$ cat config.mk
export PLATFORM = sky130hd
export DESIGN_NAME = text_console_cursor_engine
export DESIGN_NICKNAME = d
export VERILOG_FILES = /design/src/rtl/tcce_pkg.sv /design/src/rtl/text_console_cursor_engine.sv /design/src/rtl/tcce_decode.sv /design/src/rtl/tcce_step.sv
export VERILOG_INCLUDE_DIRS = /design/src /design/src/rtl
export SDC_FILE = /design/constraint.sdc
export NUM_CORES = 1
export LEC_CHECK = 0
export ABC_AREA = 1
export BUFFER_PORTS_ARGS = -buffer_cell sky130_fd_sc_hd__buf_2
export CORE_AREA = 2 2 141 143
export DETAILED_ROUTE_END_ITERATION = 16
export DIE_AREA = 0 0 143 145
export GPL_ROUTABILITY_DRIVEN = 0
export SKIP_CTS_REPAIR_TIMING = 1
export SYNTH_ARGS = -nofsm -noshare
export SYNTH_HDL_FRONTEND = slang
export SYNTH_SLANG_ARGS = --single-unit
$ cat constraint.sdc
create_clock -name i_clk -period 4.4 [get_ports i_clk]
set_input_delay 0.22 -clock i_clk [delete_from_list [all_inputs] [get_ports i_clk]]
set_output_delay 0.22 -clock i_clk [all_outputs]
set_load 0.1 [all_outputs]
$ cat src/rtl/text_console_cursor_engine_assert.svh
// ---------------------------------------------------------------------------
// Assertion macros for the text console cursor engine
// Concurrent checks that compile away when SYNTHESIS is defined.
// ---------------------------------------------------------------------------
`ifndef TEXT_CONSOLE_CURSOR_ENGINE_ASSERT_SVH
`define TEXT_CONSOLE_CURSOR_ENGINE_ASSERT_SVH

`ifndef SYNTHESIS
// clocked check, skipped while reset is asserted
`define TCCE_ASSERT(label, clk, rst_n, prop) \
    label: assert property (@(posedge clk) disable iff (!rst_n) prop) \
        else $error("tcce: assertion failed");
// clocked check that also holds during reset
`define TCCE_ASSERT_ALWAYS(label, clk, prop) \
    label: assert property (@(posedge clk) prop) \
        else $error("tcce: assertion failed");
`else
`define TCCE_ASSERT(label, clk, rst_n, prop)
`define TCCE_ASSERT_ALWAYS(label, clk, prop)
`endif

`endif

$ cat src/rtl/tcce_pkg.sv
// ---------------------------------------------------------------------------
// tcce_pkg
// Shared types and constants of the text console cursor engine.
// ---------------------------------------------------------------------------
`default_nettype none

package tcce_pkg;

    // input opcodes
    localparam logic [1:0] OP_TEXT   = 2'd0;
    localparam logic [1:0] OP_SETCUR = 2'd1;
    localparam logic [1:0] OP_CLEAR  = 2'd2;

    // queued action kinds
    localparam logic [1:0] ACT_GLYPH   = 2'd0;
    localparam logic [1:0] ACT_NEWLINE = 2'd1;
    localparam logic [1:0] ACT_SETCUR  = 2'd2;
    localparam logic [1:0] ACT_CLEAR   = 2'd3;

    localparam logic [7:0] LEAD_LO  = 8'd195;
    localparam logic [7:0] LEAD_HI  = 8'd214;
    localparam logic [7:0] CONT_LO  = 8'd128;
    localparam logic [7:0] CONT_HI  = 8'd191;
    localparam logic [7:0] PRINT_LO = 8'd32;
    localparam logic [7:0] PRINT_HI = 8'd127;
    localparam logic [7:0] CH_QMARK = 8'd63;
    localparam logic [7:0] CH_NL    = 8'd10;
    localparam logic [7:0] CH_TAB   = 8'd9;
    localparam logic [7:0] CH_SPACE = 8'd32;

    localparam int MAX_ACTS = 4;

    // one pending step; for ACT_SETCUR page holds the column, chr the row
    typedef struct packed {
        logic [1:0] kind;
        logic [7:0] page;
        logic [7:0] chr;
        logic       flip;
    } t_act;

    typedef struct packed {
        t_act [MAX_ACTS-1:0] acts;
        logic [2:0]          count;
        logic                pend_valid;
        logic [7:0]          pend_lead;
    } t_dec;

    // result fields, draw_glyph in bit 0
    typedef struct packed {
        logic       clear_screen;
        logic       scroll_up;
        logic       flipped;
        logic [7:0] cell_row;
        logic [7:0] cell_col;
        logic [7:0] glyph_char;
        logic [7:0] glyph_page;
        logic       draw_glyph;
    } t_res;

endpackage

`default_nettype wire

$ cat src/rtl/text_console_cursor_engine.sv
// ---------------------------------------------------------------------------
// text_console_cursor_engine
// Text byte stream to glyph-cell commands with cursor, wrap and scroll.
// ---------------------------------------------------------------------------
// Usage:
//   s_* stream carries items: s_tuser = op, s_tdata = byte, col, row.
//   m_* stream carries cell commands; m_tlast marks the last one of an item.
//   APB port: register 0 columns (0x0, reset 80), register 1 rows (0x4,
//   reset 25). Write only while the block is idle.
// Path: an accepted item is decoded straight into the action queue; the
//   cursor step then takes the queue head and loads each result into the
//   output register that drives m_tvalid.
// Throughput: the cursor step unit handles one action per cycle while the
//   output register can take its result. Most items give 1 result, a tab 3,
//   a stray lead followed by a tab up to 4. Lead bytes and ignored ops
//   take no step; set cursor takes a step without a result.
// Reset (synchronous, active low): cursor home, no lead held, queue and
//   output register empty, registers back to 80 x 25.
// Stall: while m_tready is low a full output register holds and the queue
//   stops at its next result; s_tready drops as soon as the queue cannot empty this cycle.
// ---------------------------------------------------------------------------
`default_nettype none

module text_console_cursor_engine
    import tcce_pkg::*;
#(
    parameter int RESET_COLUMNS = 80,
    parameter int RESET_ROWS    = 25
) (
    input  wire logic        i_clk,
    input  wire logic        i_rst_n,
    // input items
    input  wire logic        s_tvalid,
    output logic             s_tready,
    input  wire logic [23:0] s_tdata,  // byte_value[7:0], col[15:8], row[23:16]
    input  wire logic [1:0]  s_tuser,  // op[1:0]
    // cell commands
    output logic             m_tvalid,
    input  wire logic        m_tready,
    output logic [39:0]      m_tdata,  // draw_glyph[0], glyph_page[8:1],
                                       // glyph_char[16:9], cell_col[24:17],
                                       // cell_row[32:25], flipped[33],
                                       // scroll_up[34], clear_screen[35]
    output logic             m_tlast,
    // configuration
    input  wire logic        psel,
    input  wire logic        penable,
    input  wire logic        pwrite,
    input  wire logic [2:0]  paddr,
    input  wire logic [31:0] pwdata,
    output logic [31:0]      prdata,
    output logic             pready
);

`include "text_console_cursor_engine_assert.svh"

    // config registers
    logic [7:0] r_columns;
    logic [7:0] r_rows;
    logic       cfg_wr;

    // cursor and held lead
    logic [7:0] r_cur_col;
    logic [7:0] r_cur_row;
    logic       r_pend_valid;
    logic [7:0] r_pend_lead;

    // action queue, head at index 0
    t_act [MAX_ACTS-1:0] r_acts;
    logic [2:0]          r_nact;

    // output register
    logic       r_ov;
    t_res       r_res;
    logic       r_last;

    t_dec       dec;
    t_res       step_res;
    logic       step_emit;
    logic [7:0] n_cur_col;
    logic [7:0] n_cur_row;
    logic       out_free;
    logic       step_fire;
    logic       s_acc;

    // -------------------------------------------------------------------
    // APB: register select by paddr[2]
    // -------------------------------------------------------------------
    assign pready = 1'b1;
    assign cfg_wr = psel & penable & pwrite;
    assign prdata = {24'd0, (paddr[2] ? r_rows : r_columns)};

    always_ff @(posedge i_clk) begin
        if (!i_rst_n) begin
            r_columns <= 8'(RESET_COLUMNS);
            r_rows    <= 8'(RESET_ROWS);
        end else if (cfg_wr) begin
            if (paddr[2]) begin
                r_rows <= pwdata[7:0];
            end else begin
                r_columns <= pwdata[7:0];
            end
        end
    end

    // -------------------------------------------------------------------
    // Decode of the incoming item
    // -------------------------------------------------------------------
    tcce_decode u_decode (
        .i_op         (s_tuser),
        .i_byte       (s_tdata[7:0]),
        .i_col        (s_tdata[15:8]),
        .i_row        (s_tdata[23:16]),
        .i_pend_valid (r_pend_valid),
        .i_pend_lead  (r_pend_lead),
        .o_dec        (dec)
    );

    // -------------------------------------------------------------------
    // Cursor step on the queue head
    // -------------------------------------------------------------------
    tcce_step u_step (
        .i_act     (r_acts[0]),
        .i_cur_col (r_cur_col),
        .i_cur_row (r_cur_row),
        .i_columns (r_columns),
        .i_rows    (r_rows),
        .o_res     (step_res),
        .o_emit    (step_emit),
        .o_col_n   (n_cur_col),
        .o_row_n   (n_cur_row)
    );

    assign out_free  = !r_ov || m_tready;
    // set cursor gives no result, so it never waits on the output side
    assign step_fire = (r_nact != 3'd0) && (out_free || !step_emit);
    // take a new item once the queue empties in this cycle
    assign s_tready  = (r_nact == 3'd0) || ((r_nact == 3'd1) && step_fire);
    assign s_acc     = s_tvalid && s_tready;

    always_ff @(posedge i_clk) begin
        if (!i_rst_n) begin
            r_nact       <= 3'd0;
            r_pend_valid <= 1'b0;
            r_pend_lead  <= 8'd0;
            r_cur_col    <= 8'd0;
            r_cur_row    <= 8'd0;
            r_ov         <= 1'b0;
        end else begin
            if (s_acc) begin
                r_nact       <= dec.count;
                r_pend_valid <= dec.pend_valid;
                r_pend_lead  <= dec.pend_lead;
            end else if (step_fire) begin
                r_nact <= r_nact - 3'd1;
            end
            if (step_fire) begin
                r_cur_col <= n_cur_col;
                r_cur_row <= n_cur_row;
            end
            if (step_fire && step_emit) begin
                r_ov <= 1'b1;
            end else if (m_tready) begin
                r_ov <= 1'b0;
            end
        end
    end

    // payload: queue contents and result register
    always_ff @(posedge i_clk) begin
        if (s_acc) begin
            r_acts <= dec.acts;
        end else if (step_fire) begin
            r_acts <= {t_act'('0), r_acts[MAX_ACTS-1:1]};
        end
        if (step_fire && step_emit) begin
            r_res  <= step_res;
            r_last <= (r_nact == 3'd1);
        end
    end

    assign m_tvalid = r_ov;
    assign m_tdata  = {4'd0, r_res};
    assign m_tlast  = r_last;

    // -------------------------------------------------------------------
    // Checks
    // -------------------------------------------------------------------
    `TCCE_ASSERT(a_queue_depth, i_clk, i_rst_n, r_nact <= 3'd4)
    `TCCE_ASSERT(a_accept_drains, i_clk, i_rst_n, s_acc |-> (r_nact <= 3'd1))
    `TCCE_ASSERT(a_lead_range, i_clk, i_rst_n,
        r_pend_valid |-> (r_pend_lead >= LEAD_LO && r_pend_lead <= LEAD_HI))
    `TCCE_ASSERT(a_clear_no_glyph, i_clk, i_rst_n,
        (r_ov && r_res.clear_screen) |-> (!r_res.draw_glyph && r_last))
    `TCCE_ASSERT_ALWAYS(a_reset_empty, i_clk, !i_rst_n |=> (!r_ov && r_nact == 3'd0))

endmodule

`default_nettype wire

$ cat src/rtl/tcce_decode.sv
// ---------------------------------------------------------------------------
// tcce_decode
// Turns one input item into a short list of cursor actions and updates
// the held lead byte of a two-byte character.
// ---------------------------------------------------------------------------
`default_nettype none

module tcce_decode
    import tcce_pkg::*;
(
    input  wire logic [1:0] i_op,
    input  wire logic [7:0] i_byte,
    input  wire logic [7:0] i_col,
    input  wire logic [7:0] i_row,
    input  wire logic       i_pend_valid,
    input  wire logic [7:0] i_pend_lead,
    output t_dec            o_dec
);

    t_act [MAX_ACTS-1:0] sl;
    logic [2:0]          sn;
    t_act                qmark;
    logic                is_lead;
    logic                is_cont;

    assign is_lead = (i_byte >= LEAD_LO) && (i_byte <= LEAD_HI);
    assign is_cont = (i_byte >= CONT_LO) && (i_byte <= CONT_HI);
    assign qmark   = '{kind: ACT_GLYPH, page: 8'd0, chr: CH_QMARK, flip: 1'b1};

    // actions of a byte handled on its own
    always_comb begin
        sl = '0;
        sn = 3'd1;
        if (i_byte >= PRINT_LO && i_byte <= PRINT_HI) begin
            sl[0] = '{kind: ACT_GLYPH, page: 8'd0, chr: i_byte, flip: 1'b0};
        end else if (i_byte == CH_NL) begin
            sl[0] = '{kind: ACT_NEWLINE, page: 8'd0, chr: 8'd0, flip: 1'b0};
        end else if (i_byte == CH_TAB) begin
            sl[0] = '{kind: ACT_GLYPH, page: 8'd0, chr: CH_SPACE, flip: 1'b0};
            sl[1] = sl[0];
            sl[2] = sl[0];
            sn    = 3'd3;
        end else begin
            sl[0] = qmark;
        end
    end

    always_comb begin
        o_dec            = '0;
        o_dec.pend_valid = i_pend_valid;
        o_dec.pend_lead  = i_pend_lead;
        case (i_op)
            OP_TEXT: begin
                if (i_pend_valid) begin
                    o_dec.pend_valid = 1'b0;
                    o_dec.pend_lead  = 8'd0;
                    if (is_cont) begin
                        o_dec.acts[0] = '{kind: ACT_GLYPH, page: i_pend_lead,
                                          chr: i_byte, flip: 1'b0};
                        o_dec.count   = 3'd1;
                    end else begin
                        // stray lead: flipped '?' first
                        o_dec.acts[0] = qmark;
                        if (is_lead) begin
                            o_dec.count      = 3'd1;
                            o_dec.pend_valid = 1'b1;
                            o_dec.pend_lead  = i_byte;
                        end else begin
                            o_dec.acts[MAX_ACTS-1:1] = sl[MAX_ACTS-2:0];
                            o_dec.count              = sn + 3'd1;
                        end
                    end
                end else if (is_lead) begin
                    o_dec.pend_valid = 1'b1;
                    o_dec.pend_lead  = i_byte;
                end else begin
                    o_dec.acts  = sl;
                    o_dec.count = sn;
                end
            end
            OP_SETCUR: begin
                o_dec.acts[0] = '{kind: ACT_SETCUR, page: i_col, chr: i_row, flip: 1'b0};
                o_dec.count   = 3'd1;
            end
            OP_CLEAR: begin
                o_dec.acts[0] = '{kind: ACT_CLEAR, page: 8'd0, chr: 8'd0, flip: 1'b0};
                o_dec.count   = 3'd1;
            end
            default: ;
        endcase
    end

endmodule

`default_nettype wire

$ cat src/rtl/tcce_step.sv
// ---------------------------------------------------------------------------
// tcce_step
// Applies one action to the cursor: wrap, line move, scroll and the
// result it produces.
// ---------------------------------------------------------------------------
`default_nettype none

module tcce_step
    import tcce_pkg::*;
(
    input  wire t_act       i_act,
    input  wire logic [7:0] i_cur_col,
    input  wire logic [7:0] i_cur_row,
    input  wire logic [7:0] i_columns,
    input  wire logic [7:0] i_rows,
    output t_res            o_res,
    output logic            o_emit,
    output logic [7:0]      o_col_n,
    output logic [7:0]      o_row_n
);

    logic [8:0] row_inc;
    logic       nl_scroll;
    logic [7:0] nl_row;
    logic       wrap;

    // next-line move: past the last row the screen scrolls instead
    assign row_inc   = {1'b0, i_cur_row} + 9'd1;
    assign nl_scroll = row_inc >= {1'b0, i_rows};
    assign nl_row    = nl_scroll ? i_cur_row : row_inc[7:0];
    assign wrap      = i_cur_col >= i_columns;

    always_comb begin
        o_res   = '0;
        o_emit  = 1'b0;
        o_col_n = i_cur_col;
        o_row_n = i_cur_row;
        unique case (i_act.kind)
            ACT_GLYPH: begin
                o_emit           = 1'b1;
                o_res.draw_glyph = 1'b1;
                o_res.glyph_page = i_act.page;
                o_res.glyph_char = i_act.chr;
                o_res.flipped    = i_act.flip;
                if (wrap) begin
                    o_res.cell_col  = 8'd0;
                    o_res.cell_row  = nl_row;
                    o_res.scroll_up = nl_scroll;
                    o_col_n         = 8'd1;
                    o_row_n         = nl_row;
                end else begin
                    o_res.cell_col = i_cur_col;
                    o_res.cell_row = i_cur_row;
                    o_col_n        = i_cur_col + 8'd1;
                end
            end
            ACT_NEWLINE: begin
                o_emit          = 1'b1;
                o_res.cell_col  = 8'd0;
                o_res.cell_row  = nl_row;
                o_res.scroll_up = nl_scroll;
                o_col_n         = 8'd0;
                o_row_n         = nl_row;
            end
            ACT_SETCUR: begin
                if (i_act.page < i_columns && i_act.chr < i_rows) begin
                    o_col_n = i_act.page;
                    o_row_n = i_act.chr;
                end
            end
            ACT_CLEAR: begin
                o_emit             = 1'b1;
                o_res.clear_screen = 1'b1;
                o_col_n            = 8'd0;
                o_row_n            = 8'd0;
            end
            default: ;
        endcase
    end

endmodule

`default_nettype wire

== Yosys cells after proc, flatten, opt, wreduce, memory -nomap -nowiden ==
Cells that the tools add are included.
W data, S select, Z words.

* Register bits: 158
* Output and inout bits: 76
* Input bits: 68
* Word-level logic and storage cells: 129

* Reductions and logical operators: 28
* Bitwise operators: 3
* Muxes and demuxes: 41
* Magnitude comparators: 10
* Add/sub/neg operators: 4
* Eq/ne operators: 10

{| class="wikitable"
|+ Operators with widths
! operator !! count
|-
| $mux W57 || 3
|-
| $mux W76 || 2
|-
| $mux W88 || 1
|-
| $mux W38 || 2
|-
| $pmux W22 S3 || 1
|-
| $mux W60 || 1
|-
| $mux W8 || 6
|-
| $mux W19 || 2
|-
| $pmux W16 S2 || 1
|-
| $pmux W8 S4 || 1
|-
| $mux W9 || 3
|-
| $mux W26 || 1
|-
| $pmux W8 S3 || 1
|-
| $mux W20 || 1
|-
| $eq A8 B4 Y1 const B || 2
|-
| $ge A8 B8 Y1 const B || 2
|-
| $le A8 B8 Y1 const B || 2
|-
| $lt A8 B8 Y1 || 2
|-
| $mux W16 || 1
|-
| $mux W3 || 5
|-
| $add A8 B1 Y9 const B || 1
|-
| $ge A9 B8 Y1 || 1
|-
| $add A8 B1 Y8 const B || 1
|-
| $ge A8 B6 Y1 const B || 1
|-
| 25 further kinds || 52
|}

== Logic depth before layout (Yosys ltp) ==
* Depth in word-level cells: 10
* Depth in mapped cells: 19
* Gate-level depth less buffers: 19

== Cells and area by module ==
Synthesis repeated with hierarchy kept, for this count alone.

* Cells, all modules: 1199
* Area total of the unflattened synthesis: 9444.1 µm²

{| class="wikitable"
|+ Modules (own cells, without submodules)
! module !! seq. area each (µm²) !! area each (µm²) !! cells each !! times used
|-
| text_console_cursor_engine || 4294.1 || 6316.1 || 620 || 1
|-
| tcce_step || 0.0 || 1919.3 || 360 || 1
|-
| tcce_decode || 0.0 || 1208.7 || 219 || 1
|}

== Worst setup path after synthesis ==
No wires, ideal clock.

* Path type: register -> register
* Start point: register r_ov (netlist: m_tvalid)
* End point: register r_nact[1]
* Setup slack: 1.370 ns
* Data required time: 4.273 ns
* Period minus slack after synthesis: 3.030 ns
* Data arrival time: 2.903 ns
* Cell stages (with the launch flop): 9
* Buffers on the path: 0
* Library setup time: 0.127 ns
* Cells stage by stage: dfxtp_1 -> nand2_1 -> o21ai_4 -> o21ai_4 -> nand2_4 -> nand2_1 -> inv_1 -> nor2_1 -> a21oi_1

* Cells in the longest elaborated chain, start to end: 8
* Elaborated cells on any way between the ends: 9
* Those cells by class: mux: 1; reduce/logical: 8

{| class="wikitable"
|+ Ends and longest elaborated chain
! what !! line !! source
|-
| start: declaration || text_console_cursor_engine.sv:73 || <nowiki>logic r_ov;</nowiki>
|-
| start signal: assignment || text_console_cursor_engine.sv:148 || <nowiki>r_ov <= 1'b0;</nowiki>
|-
| start signal: assignment || text_console_cursor_engine.sv:162 || <nowiki>r_ov <= 1'b1;</nowiki>
|-
| start signal: assignment || text_console_cursor_engine.sv:164 || <nowiki>r_ov <= 1'b0;</nowiki>
|-
| $logic_not A1 Y1 (*) || text_console_cursor_engine.sv:134 || <nowiki>assign out_free = !r_ov || m_tready;</nowiki>
|-
| $logic_or A1 B1 Y1 (*) || text_console_cursor_engine.sv:134 ||
|-
| $logic_or A1 B1 Y1 (*) || text_console_cursor_engine.sv:136 || <nowiki>assign step_fire = (r_nact != 3'd0) && (out_free || !step_emit);</nowiki>
|-
| $logic_and A1 B1 Y1 (*) || text_console_cursor_engine.sv:136 ||
|-
| $logic_and A1 B1 Y1 (*) || text_console_cursor_engine.sv:138 || <nowiki>assign s_tready = (r_nact == 3'd0) || ((r_nact == 3'd1) && step_fire);</nowiki>
|-
| $logic_or A1 B1 Y1 (*) || text_console_cursor_engine.sv:138 ||
|-
| via s_tready || text_console_cursor_engine.sv:34 || <nowiki>output logic s_tready,</nowiki>
|-
| $logic_and A1 B1 Y1 (*) || text_console_cursor_engine.sv:139 || <nowiki>assign s_acc = s_tvalid && s_tready;</nowiki>
|-
| $mux W3 or $reduce_bool A2 Y1 (tied branches) || - ||
|-
| end signal: assignment || text_console_cursor_engine.sv:151 || <nowiki>r_nact <= dec.count;</nowiki>
|-
| end signal: assignment || text_console_cursor_engine.sv:155 || <nowiki>r_nact <= r_nact - 3'd1;</nowiki>
|-
| end: declaration || text_console_cursor_engine.sv:70 || <nowiki>logic [2:0] r_nact;</nowiki>
|}

Mark *: on every way through the listed nets, which the timed path passes. The rest lies on a longest branch.
A chain may end at the register's enable or synchronous reset.

== Worst setup path after layout ==
* Start point: register r_acts[18] (netlist name)
* End point: register r_nact[0]

* Cells in the longest elaborated chain, start to end: 10
* Elaborated cells on any way between the ends: 13
* Those cells by class: eq/ne: 2; mux: 2; reduce/logical: 9

{| class="wikitable"
|+ Ends and longest elaborated chain
! what !! line !! source
|-
| start: declaration || text_console_cursor_engine.sv:69 || <nowiki>t_act [MAX_ACTS-1:0] r_acts;</nowiki>
|-
| start signal: assignment || text_console_cursor_engine.sv:172 || <nowiki>r_acts <= dec.acts;</nowiki>
|-
| start signal: assignment || text_console_cursor_engine.sv:174 || <nowiki>r_acts <= {t_act'('0), r_acts[MAX_ACTS-1:1]};</nowiki>
|-
| $eq A2 B2 Y1, or another cell as far along || tcce_step.sv:38 || <nowiki>unique case (i_act.kind)</nowiki>
|-
| $reduce_or A3 Y1 (no line) (*) || - ||
|-
| $mux W1 (*) || tcce_step.sv:38 ||
|-
| $logic_not A1 Y1 (*) || text_console_cursor_engine.sv:136 ||
|-
| $logic_or A1 B1 Y1 (*) || text_console_cursor_engine.sv:136 ||
|-
| $logic_and A1 B1 Y1 (*) || text_console_cursor_engine.sv:136 ||
|-
| $logic_and A1 B1 Y1 || text_console_cursor_engine.sv:138 ||
|-
| $logic_or A1 B1 Y1 || text_console_cursor_engine.sv:138 ||
|-
| $logic_and A1 B1 Y1 || text_console_cursor_engine.sv:139 ||
|-
| $mux W3 or $reduce_bool A2 Y1 (tied branches) || - ||
|}

Mark *: on every way between the ends. The rest lies on a longest branch, timed or not.

==> flow_summary_export.csv <==
group,metric,value,unit
clocking,cts_tree,"done",
setup_path,critPathLaunchType,"flop",
synth,syn_inst,822,
grt,track_usage,16.0,%
clocking,clock_sinks,113,
route,avgViaCountPerCell,4.53,
floorplanning,die_area,0.0207,mm²
power_and_ir_drop,vdd_drop_max,0.370,mV
synth,yosys_most_used_dff,"edfxtp_1",
placed_design,io_buffers,88,
power_and_ir_drop,seq_power_share,28.4,%
synth,synth_most_common_cell,"nand2_1",
route,first_pass_iters,5,
min_path,min_from,"pwdata[0]",
timing,fin_skew,0.00907,ns
synth,yosys-top-cells-count,"nand2_1 (189), nor2_1 (111), inv_1 (102), edfxtp_1 (68), a21oi_1 (47)",
setup_path,r2r_end,"r_nact[0]",
route,wl_per_cell,13.4,µm
power_and_ir_drop,power.leakage,0.00365,µW
floorplanning,floorplan.rows,51,
clocking,htree_levels,4,
finish,layout-drive-gt1-share,16.3,%
synth,synth_seq_cells,113,
min_path,min_path_type,"primary input to flop",
setup_path,setup.worst_path.start,"r_acts[18]",
timing,period_share,63.7,%
synth,synthArstFlopShare,0,%
setup_path,crit_arrival,3.15,ns
route,routed_wl,16000,µm
setup_path,slowest_delay,0.71,ns
power_and_ir_drop,pwr-share-comb,52.5,%
grt,first_global_vias,4970,
floorplanning,die_x,143,µm
setup_path,r2r_cells,9,
timing,maxSlewViolCount,0,
power_and_ir_drop,p_sw,3430,µW
setup_path,worstPathRequired,4.75,ns
clocking,clkTransAtPathRegs,0.05,ns
timing,tightest_slew,0.687,ns
power_and_ir_drop,p_int,3150,µW
timing,slew_headroom,54.1,%
route,drt_iter0_drc,317,
clocking,numCtsBuffers,17,
floorplanning,io_pins,144,
power_and_ir_drop,clockPowerShare,19.1,%
synth,synth.cell_area,0.00661,mm²
min_path,holdPathStages,3,
synth,yosys-top-cells-area,"edfxtp_1 (31%), dfxtp_1 (14%), nand2_1 (11%)",
setup_path,rr_startpoint,"r_acts[18]",
clocking,cts-root-buf,"clkbuf_16",
grt,grt-ovfl-total,0,
setup_path,cp_slowest_cell,"edfxtp_1",
synth,synth.avg_cell_area,8.04,µm²
synth,ys_types,44,
synth,synth_top_area_cell,"edfxtp_1",
finish,stdcell_area,0.00773,mm²
timing,setup_viol,0,
finish,num-fill-cells,1987,
placed_design,place_area,0.00719,mm²
route,drc,0,
finish,final_cell_count_no_fill,1190,
timing,finalCriticalPeriod,2.80,ns
setup_path,crit_chain,"nand2_4 > inv_4 > o21ai_4 > o21ai_4 > nand2_4 > nand2_1 > buf_4 > o21ai_0 > a21oi_1",
power_and_ir_drop,power_density,852,mW/mm²
floorplanning,fp.dieH,145,µm
synth,synth_top_area_share,30.9,%
route,drtAntennaViolNets,0,
timing,tns,0,ns
timing,rsz0062_at_grt,"no",
finish,fin_nets,1018,
grt,grt_pass1_wl,25700,µm
floorplanning,core,0.0192,mm²
setup_path,regToRegSetupSlack,1.60,ns
floorplanning,floorplan.initialDensity,34.4,%
min_path,whs_endpoint,"r_rows[0]",
setup_path,path_max_fanout,19,
placed_design,place_hpwl,12100,µm
grt,grt_max_degree,38,
clocking,clk_path_buf_depth,2,
setup_path,critPathKind,"flop to flop",
timing,hold_viol,0,
finish,insertedDiodeCount,0,
grt,antenna_found_initial,0,
setup_path,critical_path.endpoint_type,"flop",
synth,yosysWarnings,0,
clocking,clock_latency,0.42,ns
timing,fmax,0.357,GHz
power_and_ir_drop,swShare,52.1,%
status,status,"completed",
synth,seq_area_frac_synth,44.5,%
placed_design,dp.cells,1158,
finish,syn_to_final_growth,16.9,%
route,num_vias,5396,
synth,synth_edf_count,68,
flow_run,max_cap_viol_count,0,
[how the worst max path moves through the flow]
stage | slack [ns] | to | depth (start not counted)
finish | 1.60 | r_nact[0] | 9
global route | 1.29 | m_tdata[25] | 16
CTS | 1.58 | r_nact[0] | 9
detailed placement | 1.57 | r_nact[0] | 9
global placement | 1.56 | r_acts[23] | 7
floorplan | 1.37 | r_nact[1] | 8
[cell usage in the layout (no fill, tap or decap), drive strengths merged, types with 26 or more instances in the layout]
cell,Yosys,routed
nand2,198,198
nor2,120,120
inv,108,108
buf,36,91
edfxtp,68,68
o21ai,51,51
a21oi,47,47
dfxtp,45,45
ha,38,38
conb,2,30
nand4,26,26
[final cells by class]
type | instances | area [µm²] | share of cell area, %
inverters | 110 | 415 | 5.38
clock inverters | 8 | 65.1 | 0.842
flip-flops and latches | 113 | 2940 | 38.1
clock buffers | 24 | 472 | 6.11
well taps | 265 | 332 | 4.29
repair buffers | 91 | 463 | 5.99
multi-input cells | 579 | 3040 | 39.3
[kinds of logic (layout without fill, tap and decap cells)]
group                      after synthesis  count (layout)  share of synthesized area [%]
AOI/OAI and AO/OA                      120             120                           10.3
DFF                                    113             113                           44.5
buffers and inverters                  158             233                           11.1
adders and majority gates               38              38                           7.19
and+or+nand+nor                        381             381                           25.4
other                                    2              30                          0.114
xor gates and xnor gates                10              10                           1.33
[critical path, delay by kind of cell (launching register included)]
family          cells  cell delay, ns
buf+inv             2            0.55
simple gates        3            0.92
flops               1            0.71
compound gates      4            0.55
[stage by stage]
step	hold slack [ns]	setup WS (ns)	power [µW]	util, %
floorplan	0.346	1.37	4760	-
global placement	0.429	1.56	5350	37.4
detailed placement	0.430	1.57	5370	37.4
CTS	0.0286	1.58	6620	40.2
global route	0.0512	1.29	7010	40.2
finish	0.0326	1.60	6590	40.2
[power by group through the flow]
stage | Clock, µW | Combinational (µW) | Sequential, µW
5_1_grt | 1320 | 3770 | 1920
6_report | 1250 | 3460 | 1870
3_3_place_gp | 0 | 3450 | 1890
4_1_cts | 1260 | 3480 | 1880
2_1_floorplan | 0 | 1610 | 3150
3_5_place_dp | 0 | 3470 | 1900
[registers in the layout (all words and copies together) (netlist names)]
signal and flops:
m_tdata 36, m_tlast 1, m_tvalid 1, r_acts 31, r_columns 8, r_cur_col 8
r_cur_row 8, r_nact 3, r_pend_lead 8, r_pend_valid 1, r_rows 8
[metal layers]
| layer | track usage, % | up-vias | share of wire [%] |
|---|---|---|---|
| met5 | 0 | - | 0 |
| met4 | 5.94 | 0 | 2.2 |
| met3 | 3.47 | 24 | 6.4 |
| met2 | 24.0 | 168 | 44 |
| met1 | 22.5 | 2384 | 47 |
| li1 | - | 2820 | - |
Power figures use the tool's default switching activity.
